==> config.mk <==
export PLATFORM = sky130hd
export DESIGN_NAME = blit_rectangle_clipper
export DESIGN_NICKNAME = d
export VERILOG_FILES = /design/src/rtl/brc_pkg.sv /design/src/rtl/blit_rectangle_clipper.sv
export SDC_FILE = /design/constraint.sdc
export NUM_CORES = 1
export LEC_CHECK = 0
export BUFFER_PORTS_ARGS = -buffer_cell sky130_fd_sc_hd__buf_2
export CORE_UTILIZATION = 30
export CTS_CLUSTER_DIAMETER = 40
export DETAILED_ROUTE_END_ITERATION = 7
export PLACE_DENSITY_LB_ADDON = 0.08
export RECOVER_POWER = 50
export SLEW_MARGIN = 15
export SYNTH_ARGS = -nofsm -noshare
export SYNTH_HDL_FRONTEND = slang
export SYNTH_SLANG_ARGS = --single-unit
==> constraint.sdc <==
create_clock -name clk -period 27 [get_ports clk]
set_clock_uncertainty 0.15 [all_clocks]
set_input_delay 4.05 -clock clk [delete_from_list [all_inputs] [get_ports clk]]
set_output_delay 4.05 -clock clk [all_outputs]
set_load 0.1 [all_outputs]
==> src/rtl/brc_pkg.sv <==
// ----------------------------------------------------------------------------
// brc_pkg: shared definitions of the blit rectangle clipper
// Register indexes, field widths, reset values and beat layouts.
// ----------------------------------------------------------------------------
`default_nettype none

package brc_pkg;

    // Register indexes on the configuration port.
    typedef enum logic [2:0] {
        CFG_SOURCE_WIDTH  = 3'd0,
        CFG_SOURCE_HEIGHT = 3'd1,
        CFG_TARGET_WIDTH  = 3'd2,
        CFG_TARGET_HEIGHT = 3'd3,
        CFG_CLIP_LEFT     = 3'd4,
        CFG_CLIP_TOP      = 3'd5,
        CFG_CLIP_SPAN_X   = 3'd6,
        CFG_CLIP_SPAN_Y   = 3'd7
    } cfg_index_t;

    localparam int CFG_DATA_W = 14;
    localparam int SURF_W     = 13;
    localparam int SPAN_W     = 14;
    localparam int COORD_W    = 14;
    localparam int SIZE_W     = 13;
    localparam int OUT_POS_W  = 12;
    localparam int OUT_SIZE_W = 13;

    // Signed width of the internal arithmetic; covers every intermediate sum.
    localparam int AW = 18;

    localparam int IN_DATA_W  = 88;
    localparam int OUT_DATA_W = 88;

    localparam logic [SURF_W-1:0] RST_SOURCE_WIDTH  = 13'd320;
    localparam logic [SURF_W-1:0] RST_SOURCE_HEIGHT = 13'd200;
    localparam logic [SURF_W-1:0] RST_TARGET_WIDTH  = 13'd320;
    localparam logic [SURF_W-1:0] RST_TARGET_HEIGHT = 13'd200;
    localparam logic [SPAN_W-1:0] RST_CLIP_SPAN_X   = 14'd320;
    localparam logic [SPAN_W-1:0] RST_CLIP_SPAN_Y   = 14'd200;

    // One request as held in the input register.
    typedef struct packed {
        logic                     whole_source;
        logic [COORD_W-1:0]       req_dst_y;
        logic [COORD_W-1:0]       req_dst_x;
        logic [SIZE_W-1:0]        req_src_h;
        logic [SIZE_W-1:0]        req_src_w;
        logic [COORD_W-1:0]       req_src_y;
        logic [COORD_W-1:0]       req_src_x;
    } req_t;

    // One result as held in the output register.
    typedef struct packed {
        logic                     visible;
        logic [OUT_POS_W-1:0]     mirror_start_col;
        logic [OUT_SIZE_W-1:0]    out_height;
        logic [OUT_SIZE_W-1:0]    out_width;
        logic [OUT_POS_W-1:0]     out_dst_y;
        logic [OUT_POS_W-1:0]     out_dst_x;
        logic [OUT_POS_W-1:0]     out_src_y;
        logic [OUT_POS_W-1:0]     out_src_x;
    } res_t;

endpackage

`default_nettype wire

==> src/rtl/blit_rectangle_clipper.sv <==
// ----------------------------------------------------------------------------
// blit_rectangle_clipper: source clamp and destination clip of blit requests
// Takes one blit request per beat and returns one clipped rectangle per beat.
// ----------------------------------------------------------------------------
// Each request beat names a source rectangle (or the whole source surface when
// tuser is set) and a destination position. The rectangle is clamped to the
// source surface, the destination moving by the amount cut from the left or
// top, and is then clipped to the clip rectangle, which is itself bounded by
// the destination surface. Every request gives exactly one result beat, in
// order. The block sustains one request per clock cycle while the result side
// does not stall. A request is held in the input register, and the clipping
// between the input register and the result register is a single pass of adds
// and compares, whose result is captured in the result register and presented
// from there until it is taken. Backpressure on the result side stalls both
// registers together, and a request is still taken while the result register
// holds a beat if the input register is free. Surface sizes above MAX_DIM count
// as MAX_DIM. Configuration writes are taken in any cycle and must only be made
// while no request is in flight.
`default_nettype none

module blit_rectangle_clipper
    import brc_pkg::*;
#(
    parameter int MAX_DIM = 4096
) (
    input  wire logic                  clk,
    input  wire logic                  rst_n,

    // Configuration write channel.
    input  wire logic                  cfg_valid,
    output logic                       cfg_ready,
    input  wire logic [2:0]            cfg_index,
    input  wire logic [CFG_DATA_W-1:0] cfg_data,

    // Request beats.
    input  wire logic                  s_axis_tvalid,
    output logic                       s_axis_tready,
    // tdata from bit 0 up: req_src_x[13:0], req_src_y[27:14], req_src_w[40:28],
    // req_src_h[53:41], req_dst_x[67:54], req_dst_y[81:68], zeros[87:82]
    input  wire logic [IN_DATA_W-1:0]  s_axis_tdata,
    // tuser: whole_source[0]
    input  wire logic                  s_axis_tuser,

    // Result beats.
    output logic                       m_axis_tvalid,
    input  wire logic                  m_axis_tready,
    // tdata from bit 0 up: out_src_x[11:0], out_src_y[23:12], out_dst_x[35:24],
    // out_dst_y[47:36], out_width[60:48], out_height[73:61],
    // mirror_start_col[85:74], zeros[87:86]
    output logic [OUT_DATA_W-1:0]      m_axis_tdata,
    // tuser: visible[0]
    output logic                       m_axis_tuser
);

    localparam logic signed [AW-1:0] MAX_DIM_S = AW'(MAX_DIM);

    // ------------------------------------------------------------------
    // Configuration registers
    // ------------------------------------------------------------------
    logic [SURF_W-1:0] source_width_reg, source_height_reg;
    logic [SURF_W-1:0] target_width_reg, target_height_reg;
    logic [SURF_W-1:0] clip_left_reg, clip_top_reg;
    logic [SPAN_W-1:0] clip_span_x_reg, clip_span_y_reg;

    assign cfg_ready = 1'b1;

    always_ff @(posedge clk or negedge rst_n)
    begin
        if (!rst_n)
        begin
            source_width_reg  <= RST_SOURCE_WIDTH;
            source_height_reg <= RST_SOURCE_HEIGHT;
            target_width_reg  <= RST_TARGET_WIDTH;
            target_height_reg <= RST_TARGET_HEIGHT;
            clip_left_reg     <= '0;
            clip_top_reg      <= '0;
            clip_span_x_reg   <= RST_CLIP_SPAN_X;
            clip_span_y_reg   <= RST_CLIP_SPAN_Y;
        end
        else if (cfg_valid && cfg_ready)
        begin
            unique case (cfg_index_t'(cfg_index))
                CFG_SOURCE_WIDTH:  source_width_reg  <= cfg_data[SURF_W-1:0];
                CFG_SOURCE_HEIGHT: source_height_reg <= cfg_data[SURF_W-1:0];
                CFG_TARGET_WIDTH:  target_width_reg  <= cfg_data[SURF_W-1:0];
                CFG_TARGET_HEIGHT: target_height_reg <= cfg_data[SURF_W-1:0];
                CFG_CLIP_LEFT:     clip_left_reg     <= cfg_data[SURF_W-1:0];
                CFG_CLIP_TOP:      clip_top_reg      <= cfg_data[SURF_W-1:0];
                CFG_CLIP_SPAN_X:   clip_span_x_reg   <= cfg_data;
                CFG_CLIP_SPAN_Y:   clip_span_y_reg   <= cfg_data;
                default: ;
            endcase
        end
    end

    // ------------------------------------------------------------------
    // Two-stage pipeline control: input register, then result register.
    // Both move together whenever the result register can take a beat.
    // ------------------------------------------------------------------
    logic in_valid_reg;
    req_t in_req_reg;
    logic out_valid_reg;
    res_t out_res_reg;
    res_t res_next;
    logic advance;

    assign advance       = !out_valid_reg || m_axis_tready;
    assign s_axis_tready = !in_valid_reg || advance;

    always_ff @(posedge clk or negedge rst_n)
    begin
        if (!rst_n)
        begin
            in_valid_reg  <= 1'b0;
            out_valid_reg <= 1'b0;
        end
        else
        begin
            if (s_axis_tready)
            begin
                in_valid_reg <= s_axis_tvalid;
            end
            if (advance)
            begin
                out_valid_reg <= in_valid_reg;
            end
        end
    end

    always_ff @(posedge clk)
    begin
        if (s_axis_tvalid && s_axis_tready)
        begin
            in_req_reg.whole_source <= s_axis_tuser;
            in_req_reg.req_src_x    <= s_axis_tdata[13:0];
            in_req_reg.req_src_y    <= s_axis_tdata[27:14];
            in_req_reg.req_src_w    <= s_axis_tdata[40:28];
            in_req_reg.req_src_h    <= s_axis_tdata[53:41];
            in_req_reg.req_dst_x    <= s_axis_tdata[67:54];
            in_req_reg.req_dst_y    <= s_axis_tdata[81:68];
        end
        if (advance && in_valid_reg)
        begin
            out_res_reg <= res_next;
        end
    end

    // ------------------------------------------------------------------
    // Clipping datapath, all in signed AW-bit arithmetic.
    // ------------------------------------------------------------------
    logic signed [AW-1:0] sw, sh, tw, th;
    logic signed [AW-1:0] sx0, sy0, w0, h0, dx0, dy0;
    logic signed [AW-1:0] sx1, sy1, w1, h1, dx1, dy1;
    logic signed [AW-1:0] w2, h2;
    logic signed [AW-1:0] cl_raw, ct_raw, cr, cb, cl, ct;
    logic signed [AW-1:0] dcol, drow;
    logic signed [AW-1:0] sx3, sy3, w3, h3, dx3, dy3;
    logic signed [AW-1:0] w4, h4;
    logic signed [AW-1:0] mirror;
    logic                 src_ok, vis;

    always_comb
    begin
        // Surface sizes limited to MAX_DIM.
        sw = {{(AW-SURF_W){1'b0}}, source_width_reg};
        sh = {{(AW-SURF_W){1'b0}}, source_height_reg};
        tw = {{(AW-SURF_W){1'b0}}, target_width_reg};
        th = {{(AW-SURF_W){1'b0}}, target_height_reg};
        if (sw > MAX_DIM_S) sw = MAX_DIM_S;
        if (sh > MAX_DIM_S) sh = MAX_DIM_S;
        if (tw > MAX_DIM_S) tw = MAX_DIM_S;
        if (th > MAX_DIM_S) th = MAX_DIM_S;

        if (in_req_reg.whole_source)
        begin
            sx0 = '0;
            sy0 = '0;
            w0  = sw;
            h0  = sh;
        end
        else
        begin
            sx0 = {{(AW-COORD_W){in_req_reg.req_src_x[COORD_W-1]}}, in_req_reg.req_src_x};
            sy0 = {{(AW-COORD_W){in_req_reg.req_src_y[COORD_W-1]}}, in_req_reg.req_src_y};
            w0  = {{(AW-SIZE_W){1'b0}}, in_req_reg.req_src_w};
            h0  = {{(AW-SIZE_W){1'b0}}, in_req_reg.req_src_h};
        end
        dx0 = {{(AW-COORD_W){in_req_reg.req_dst_x[COORD_W-1]}}, in_req_reg.req_dst_x};
        dy0 = {{(AW-COORD_W){in_req_reg.req_dst_y[COORD_W-1]}}, in_req_reg.req_dst_y};

        // A negative source origin trims the rectangle and moves the target.
        if (sx0 < 0)
        begin
            w1  = w0 + sx0;
            dx1 = dx0 - sx0;
            sx1 = '0;
        end
        else
        begin
            w1  = w0;
            dx1 = dx0;
            sx1 = sx0;
        end
        if (sy0 < 0)
        begin
            h1  = h0 + sy0;
            dy1 = dy0 - sy0;
            sy1 = '0;
        end
        else
        begin
            h1  = h0;
            dy1 = dy0;
            sy1 = sy0;
        end
        w2 = (sx1 + w1 > sw) ? sw - sx1 : w1;
        h2 = (sy1 + h1 > sh) ? sh - sy1 : h1;
        src_ok = (w2 > 0) && (h2 > 0);

        // Clip rectangle, bounded by the destination surface.
        cl_raw = {{(AW-SURF_W){clip_left_reg[SURF_W-1]}}, clip_left_reg};
        ct_raw = {{(AW-SURF_W){clip_top_reg[SURF_W-1]}}, clip_top_reg};
        cr = cl_raw + {{(AW-SPAN_W){1'b0}}, clip_span_x_reg};
        cb = ct_raw + {{(AW-SPAN_W){1'b0}}, clip_span_y_reg};
        cl = (cl_raw < 0) ? '0 : cl_raw;
        ct = (ct_raw < 0) ? '0 : ct_raw;
        if (cr > tw) cr = tw;
        if (cb > th) cb = th;

        dcol = cl - dx1;
        drow = ct - dy1;
        if (dx1 < cl)
        begin
            sx3 = sx1 + dcol;
            w3  = w2 - dcol;
            dx3 = cl;
        end
        else
        begin
            sx3 = sx1;
            w3  = w2;
            dx3 = dx1;
        end
        if (dy1 < ct)
        begin
            sy3 = sy1 + drow;
            h3  = h2 - drow;
            dy3 = ct;
        end
        else
        begin
            sy3 = sy1;
            h3  = h2;
            dy3 = dy1;
        end
        w4 = (dx3 + w3 > cr) ? cr - dx3 : w3;
        h4 = (dy3 + h3 > cb) ? cb - dy3 : h3;
        vis = src_ok && (w4 > 0) && (h4 > 0);

        // Mirrored blit reads from the far edge of the clamped source span.
        mirror = (sx1 <<< 1) + w2 - AW'(1) - sx3;
    end

    always_comb
    begin
        res_next = '0;
        if (vis)
        begin
            res_next.visible          = 1'b1;
            res_next.out_src_x        = sx3[OUT_POS_W-1:0];
            res_next.out_src_y        = sy3[OUT_POS_W-1:0];
            res_next.out_dst_x        = dx3[OUT_POS_W-1:0];
            res_next.out_dst_y        = dy3[OUT_POS_W-1:0];
            res_next.out_width        = w4[OUT_SIZE_W-1:0];
            res_next.out_height       = h4[OUT_SIZE_W-1:0];
            res_next.mirror_start_col = mirror[OUT_POS_W-1:0];
        end
    end

    assign m_axis_tvalid = out_valid_reg;
    assign m_axis_tuser  = out_res_reg.visible;
    assign m_axis_tdata  = {2'b00, out_res_reg.mirror_start_col, out_res_reg.out_height,
                            out_res_reg.out_width, out_res_reg.out_dst_y,
                            out_res_reg.out_dst_x, out_res_reg.out_src_y,
                            out_res_reg.out_src_x};

    // ------------------------------------------------------------------
    // Assertions
    // ------------------------------------------------------------------
    // A hidden result carries all-zero fields.
    assert property (@(posedge clk) disable iff (!rst_n)
        (m_axis_tvalid && !m_axis_tuser) |-> (m_axis_tdata == '0))
        else $error("invisible result with nonzero fields");

    // A visible result always copies a nonempty area.
    assert property (@(posedge clk) disable iff (!rst_n)
        (m_axis_tvalid && m_axis_tuser) |->
            (out_res_reg.out_width != '0 && out_res_reg.out_height != '0))
        else $error("visible result with empty area");

    // A request held in the input register during a stall is still there.
    assert property (@(posedge clk) disable iff (!rst_n)
        (in_valid_reg && !advance) |=> in_valid_reg)
        else $error("stalled request lost");

    // The input side only refuses a beat while both registers are full.
    assert property (@(posedge clk) disable iff (!rst_n)
        !s_axis_tready |-> (in_valid_reg && out_valid_reg && !m_axis_tready))
        else $error("input stalled with free room");

    // A request moved on at a free output becomes a result beat.
    assert property (@(posedge clk) disable iff (!rst_n)
        (in_valid_reg && advance) |=> out_valid_reg)
        else $error("request dropped between stages");

endmodule

`default_nettype wire

==> flow_metrics.py, run 1 <==
metrics = {
    "worst_setup_path": {
        "slowest_delay_ps": 860,
        "crit_buf_inv": 3,
        "worstRegToRegCells": 51,
        "worstPathMaxFanout": 66,
        "critPathLaunchType": "flip-flop",
        "critPathTopFamily": "compound AO/OA/AOI/OAI gates",
        "arrival_ps": 16350,
        "cpMaxStageDelayCell": "buf_4",
        "r2r-start": "source_width_reg[12]",
        "crit_top_cell": "ha_1",
        "required_ps": 27210,
        "crit_type": "flip-flop to flip-flop",
        "setup.worst_path.end_class": "flip-flop",
        "regToRegEndpoint": "m_axis_tdata[22]",
        "r2r_setup_slack_ps": 10860,
    },
    "placement": {
        "dp_hpwl_um": 88700,
        "port_buffers": 193,
        "dpl_worst_slack_ps": 10720,
        "placed_cell_area_mm2": 0.0327,
        "gp_congestion": 0.872,
    },
    "die": {
        "start_util_pct": 30.3,
        "num_rows": 116,
        "core_area_mm2": 0.100,
        "die_h_um": 320,
        "fp.dieW_um": 320,
        "die_area_mm2": 0.102,
        "pin_count": 203,
    },
    "flow_run": {
        "maxCapViolations": 4,
    },
    "cts": {
        "htree_levels": 2,
        "cts_resized": 0,
        "cts_setup_buffers": 0,
        "clk_path_buf_depth": 3,
        "cts.sinks": 278,
        "clk-insertion-delay-late_ps": 680,
        "cts_tree": "yes",
        "ctsHoldBuffers": 0,
        "cts-root-buf": "clkbuf_16",
        "cts_inserted_buffers": 60,
        "cts.clk_slew.worst_paths_ps": 50,
    },
    "timing": {
        "finalMaxSlewViolations": 178,
        "max_freq_mhz": 62.0,
        "tightest_slew_ps": 3200,
        "slew_headroom_pct": -113,
        "report.final.hold_viol_count": 0,
        "fin_tns_setup_ps": 0,
        "min_period_ps": 16140,
        "final-setup-viol-count": 0,
        "setup_slack_ps": 10860,
        "min_period_over_period_pct": 59.8,
        "holdWs_ps": 347,
        "rsz0062_at_grt": "false",
    },
    "cells_and_area": {
        "drive_above_1_share_pct": 16.4,
        "seqCellArea_mm2": 0.00783,
        "largest_reg_flops": 86,
        "multi_input_area_mm2": 0.0209,
        "area_growth_pct": 14.7,
        "nets": 4104,
        "fin_area_mm2": 0.0347,
        "fillers": 10434,
    },
    "synth": {
        "yosys.area.top_type_share_pct": 16.9,
        "synth_cell_types": 100,
        "synthFlopType": "edfxtp_1",
        "synth-edff-count": 170,
        "yosys-top-cells-area": "edfxtp_1 17%, ha_1 16%, dfrtp_1 7.7%",
        "yosysSeqAreaShare_pct": 25.8,
        "yosys.cell_count.top_type": "ha_1",
        "synth_largest_area_cell": "edfxtp_1",
        "syn_area_mm2": 0.0303,
        "synth_seq_cells": 278,
        "synth_common_cells": "387 x ha_1, 302 x inv_1, 247 x a21oi_1, 220 x nor2_1, 193 x o21ai_0",
        "netlist_instances": 3376,
        "ys_warn_count": 0,
        "synth-async-reset-ratio_pct": 38.8,
        "avgSynthCellArea_um2": 8.97,
    },
    "worst_hold_path": {
        "worstHoldPathType": "flip-flop to flip-flop",
        "hp-start": "source_width_reg[0]",
        "hold_path_end": "source_width_reg[0]",
        "hold_depth": 1,
    },
    "routing": {
        "drt-pass1-iter-count": 5,
        "avgViaCountPerCell": 5.16,
        "drc_errors": 0,
        "ant_nets": 0,
        "via_count": 25397,
        "wl_um": 108000,
        "drt_iter0_markers": 1604,
        "drt-wirelength-per-cell_um": 22.0,
    },
    "run_status": {
        "violations": "max-capacitance violations, max-slew violations",
        "outcome": "finished, violations left",
    },
    "global_routing": {
        "grtUsageMet2_pct": 30.5,
        "grt_usage_pct": 20.8,
        "grt_first_pass_wirelength_um": 159000,
        "busiest_layer": "met1",
        "grt_util_met3_pct": 2.62,
        "grt_overflow": 0,
        "grt_max_degree": 67,
        "antenna_found_initial": 7,
        "first_global_vias": 24519,
        "met1_usage_pct": 31.5,
    },
}
[area by class of cell]
type	instances	area share, %
multi-input combinational	2710	60.3
clock buffer	67	4.43
antenna	1	0.00721
inverter	304	3.29
sequential	278	22.5
tap	1298	4.68
clock inverter	47	1.44
timing repair buffer	221	3.31
[layer usage]
layer  share of wire, %  vias up  routed length (um)
met4                2.6        4                2830
met1                 52    12011               56700
met5              0.031        -                  34
met3                4.0      104                4340
li1                   -    12737                   -
met2                 41      541               44300
[stage by stage]
step	util, %	std cells
after global placement	32.7	4811
final	34.7	4926
after CTS	34.8	4925
after detailed placement	32.7	4811
after floorplan	-	3381
after global routing	34.7	4925
[cell families after synthesis]
kind of cell	after synthesis	share of synthesized area (%)
fa+ha+maj	418	18.0
simple gates	922	16.3
buf+inv	393	5.29
mux	239	8.57
flops	278	25.8
compound gates	903	19.5
other cells	2	0.0248
xor+xnor	221	6.39
[worst max path at each step]
stage | depth (start not counted) | end | from
CTS | 49 | m_axis_tdata[22] | source_width_reg[12]
floorplan | 57 | m_axis_tdata[25] | in_req_reg[82]
detailed placement | 49 | m_axis_tdata[66] | source_width_reg[12]
global placement | 51 | m_axis_tdata[63] | source_width_reg[12]
global route | 51 | m_axis_tdata[22] | source_width_reg[12]
finish | 51 | m_axis_tdata[22] | source_width_reg[12]
[placed cells by master, fill, tap and decap left out, drive strengths merged, types with 27 or more instances in the layout]
| cell | instances |
|---|---|
| nor3 | 113 |
| nand3 | 35 |
| a21o | 95 |
| xnor2 | 150 |
| dfrtp | 93 |
| xor2 | 71 |
| clkbuf | 80 |
| and2 | 27 |
| inv | 326 |
| a211oi | 47 |
| nand4 | 31 |
| nor2 | 221 |
| nand2 | 178 |
| buf | 208 |
| o211ai | 28 |
| nor2b | 111 |
| o21ai | 198 |
| or3 | 32 |
| o21bai | 32 |
| a21oi | 248 |
| edfxtp | 170 |
| o21a | 57 |
| nand2b | 82 |
| mux2i | 77 |
| ha | 387 |
| mux2 | 162 |
| fa | 31 |
Power of run 1 is left out: the tool's default activity adds up to more than one toggle a clock period on the data nets, which glitch-free logic cannot reach.
==> run 2, diff against run 1 <==
==> constraint.sdc (replaced) <==
create_clock -name clk -period 15.3 [get_ports clk]
set_clock_uncertainty 0.15 [all_clocks]
set_input_delay 2.295 -clock clk [delete_from_list [all_inputs] [get_ports clk]]
set_output_delay 2.295 -clock clk [all_outputs]
set_load 0.1 [all_outputs]
==> run 2 against run 1 <==
Compared with the run above: final area is 1.2% higher; the run still ends with max-capacitance violations, max-slew violations left; count of clock-buffer cells in the layout is 8 lower; worst hold slack worse by 0.90 ps; cell count is 0.87% higher; maximum frequency is 14% higher; non-clock buffer count is 45 higher; global-route usage is 0.15 points higher; wire length is 0.43% higher; highest routed layer is now met4; critical path depth is 3 higher; worst setup slack worse by 9700 ps; sequential share of layout area is 0.27 points lower; first-iteration DRC count is 7.2% lower.
==> flow_metrics.py, run 2 (synthesized netlist as in run 1, its figures left out) <==
metrics = {
    "run_status": {
        "outcome": "finished, violations left",
        "violations": "max-capacitance violations, max-slew violations",
    },
    "placement": {
        "dpl_worst_slack_ps": 771,
        "gp_congestion": 0.898,
        "port_buffers": 193,
        "dp_hpwl_um": 90100,
    },
    "global_routing": {
        "grt_usage_pct": 21.0,
        "grt_overflow": 0,
        "antenna_found_initial": 4,
        "first_global_vias": 24674,
        "grt_max_degree": 64,
        "grt_first_pass_wirelength_um": 160000,
    },
    "cells_and_area": {
        "drive_above_1_share_pct": 17.4,
        "multi_input_area_mm2": 0.0209,
        "fillers": 10468,
        "nets": 4147,
        "seqCellArea_mm2": 0.00783,
        "final_common_cell": "ha_1",
        "area_growth_pct": 16.1,
        "final_cell_mix": "387 x ha_1, 302 x inv_1, 247 x a21oi_1",
        "largest_reg_flops": 86,
    },
    "cts": {
        "cts-root-buf": "clkbuf_16",
        "cts.sinks": 278,
        "cts_inserted_buffers": 58,
        "clk-insertion-delay-late_ps": 660,
        "cts_setup_buffers": 0,
        "cts_tree": "yes",
        "clk_path_buf_depth": 3,
        "ctsHoldBuffers": 0,
        "htree_levels": 2,
        "cts_resized": 0,
        "cts.clk_slew.worst_paths_ps": 50,
    },
    "timing": {
        "final-setup-viol-count": 0,
        "fin_tns_setup_ps": 0,
        "slew_headroom_pct": -119,
        "setup_slack_ps": 1150,
        "tightest_slew_ps": 3290,
        "report.final.hold_viol_count": 0,
        "max_freq_mhz": 70.7,
        "min_period_ps": 14150,
        "rsz0062_at_grt": "false",
        "min_period_over_period_pct": 92.5,
        "finalMaxSlewViolations": 177,
    },
    "worst_setup_path": {
        "crit_type": "flip-flop to flip-flop",
        "worstPathMaxFanout": 35,
        "setup.worst_path.end_class": "flip-flop",
        "arrival_ps": 14360,
        "crit_top_cell": "ha_1",
        "cpMaxStageDelayCell": "dfrtp_1",
        "critPathTopFamily": "compound AO/OA/AOI/OAI gates",
        "slowest_delay_ps": 730,
        "required_ps": 15510,
        "crit_buf_inv": 5,
        "critPathLaunchType": "flip-flop",
    },
    "die": {
        "die_area_mm2": 0.102,
        "num_rows": 116,
        "die_h_um": 320,
        "core_area_mm2": 0.100,
        "start_util_pct": 30.3,
        "fp.dieW_um": 320,
        "pin_count": 203,
    },
    "routing": {
        "ant_nets": 0,
        "drc_errors": 0,
        "wl_um": 109000,
        "drt-pass1-iter-count": 5,
        "drt_iter0_markers": 1489,
        "avgViaCountPerCell": 5.14,
        "drt-wirelength-per-cell_um": 21.9,
        "via_count": 25536,
    },
    "flow_run": {
        "maxCapViolations": 4,
    },
    "worst_hold_path": {
        "worstHoldPathType": "flip-flop to flip-flop",
    },
}
==> run 2: cell type report <==
type | count | share of cell area [%]
Multi-Input combinational cell | 2710 | 59.6
Timing Repair Buffer | 266 | 4.55
Tap cell | 1298 | 4.62
Antenna cell | 3 | 0.0214
Clock buffer | 59 | 4.14
Inverter | 304 | 3.25
Sequential cell | 278 | 22.3
Clock inverter | 51 | 1.58
==> run 2: per-stage QoR <==
stage | hold slack [ps] | cell area (um^2) | util (%) | cells
3_5_place_dp | 335 | 33200 | 33.2 | 4855
6_report | 346 | 35100 | 35.1 | 4969
2_1_floorplan | 299 | 30300 | - | 3381
4_1_cts | 353 | 35200 | 35.2 | 4965
3_3_place_gp | 331 | 33200 | 33.2 | 4855
5_1_grt | 360 | 35100 | 35.1 | 4966
==> run 2: worst paths after layout <==
kind,from,end,slack (ps),depth (start not counted)
setup / recovery,source_width_reg[12],m_axis_tdata[20],1150,54
hold / removal,in_valid_reg,m_axis_tvalid,350,1
setup reg to reg,source_width_reg[12],m_axis_tdata[20],1150,54
hold reg to reg,in_valid_reg,m_axis_tvalid,350,1
max in group asynchronous,rst_n,source_width_reg[11],8150,2
min in group asynchronous,rst_n,target_height_reg[11],2580,1
==> run 2: layer usage <==
layer	GRT usage, %	wire length, um
met1	32.1	56800
met2	31.2	45400
met3	2.51	4690
met4	4.07	1910
met5	0	0
Power of run 2 is left out for the same reason.
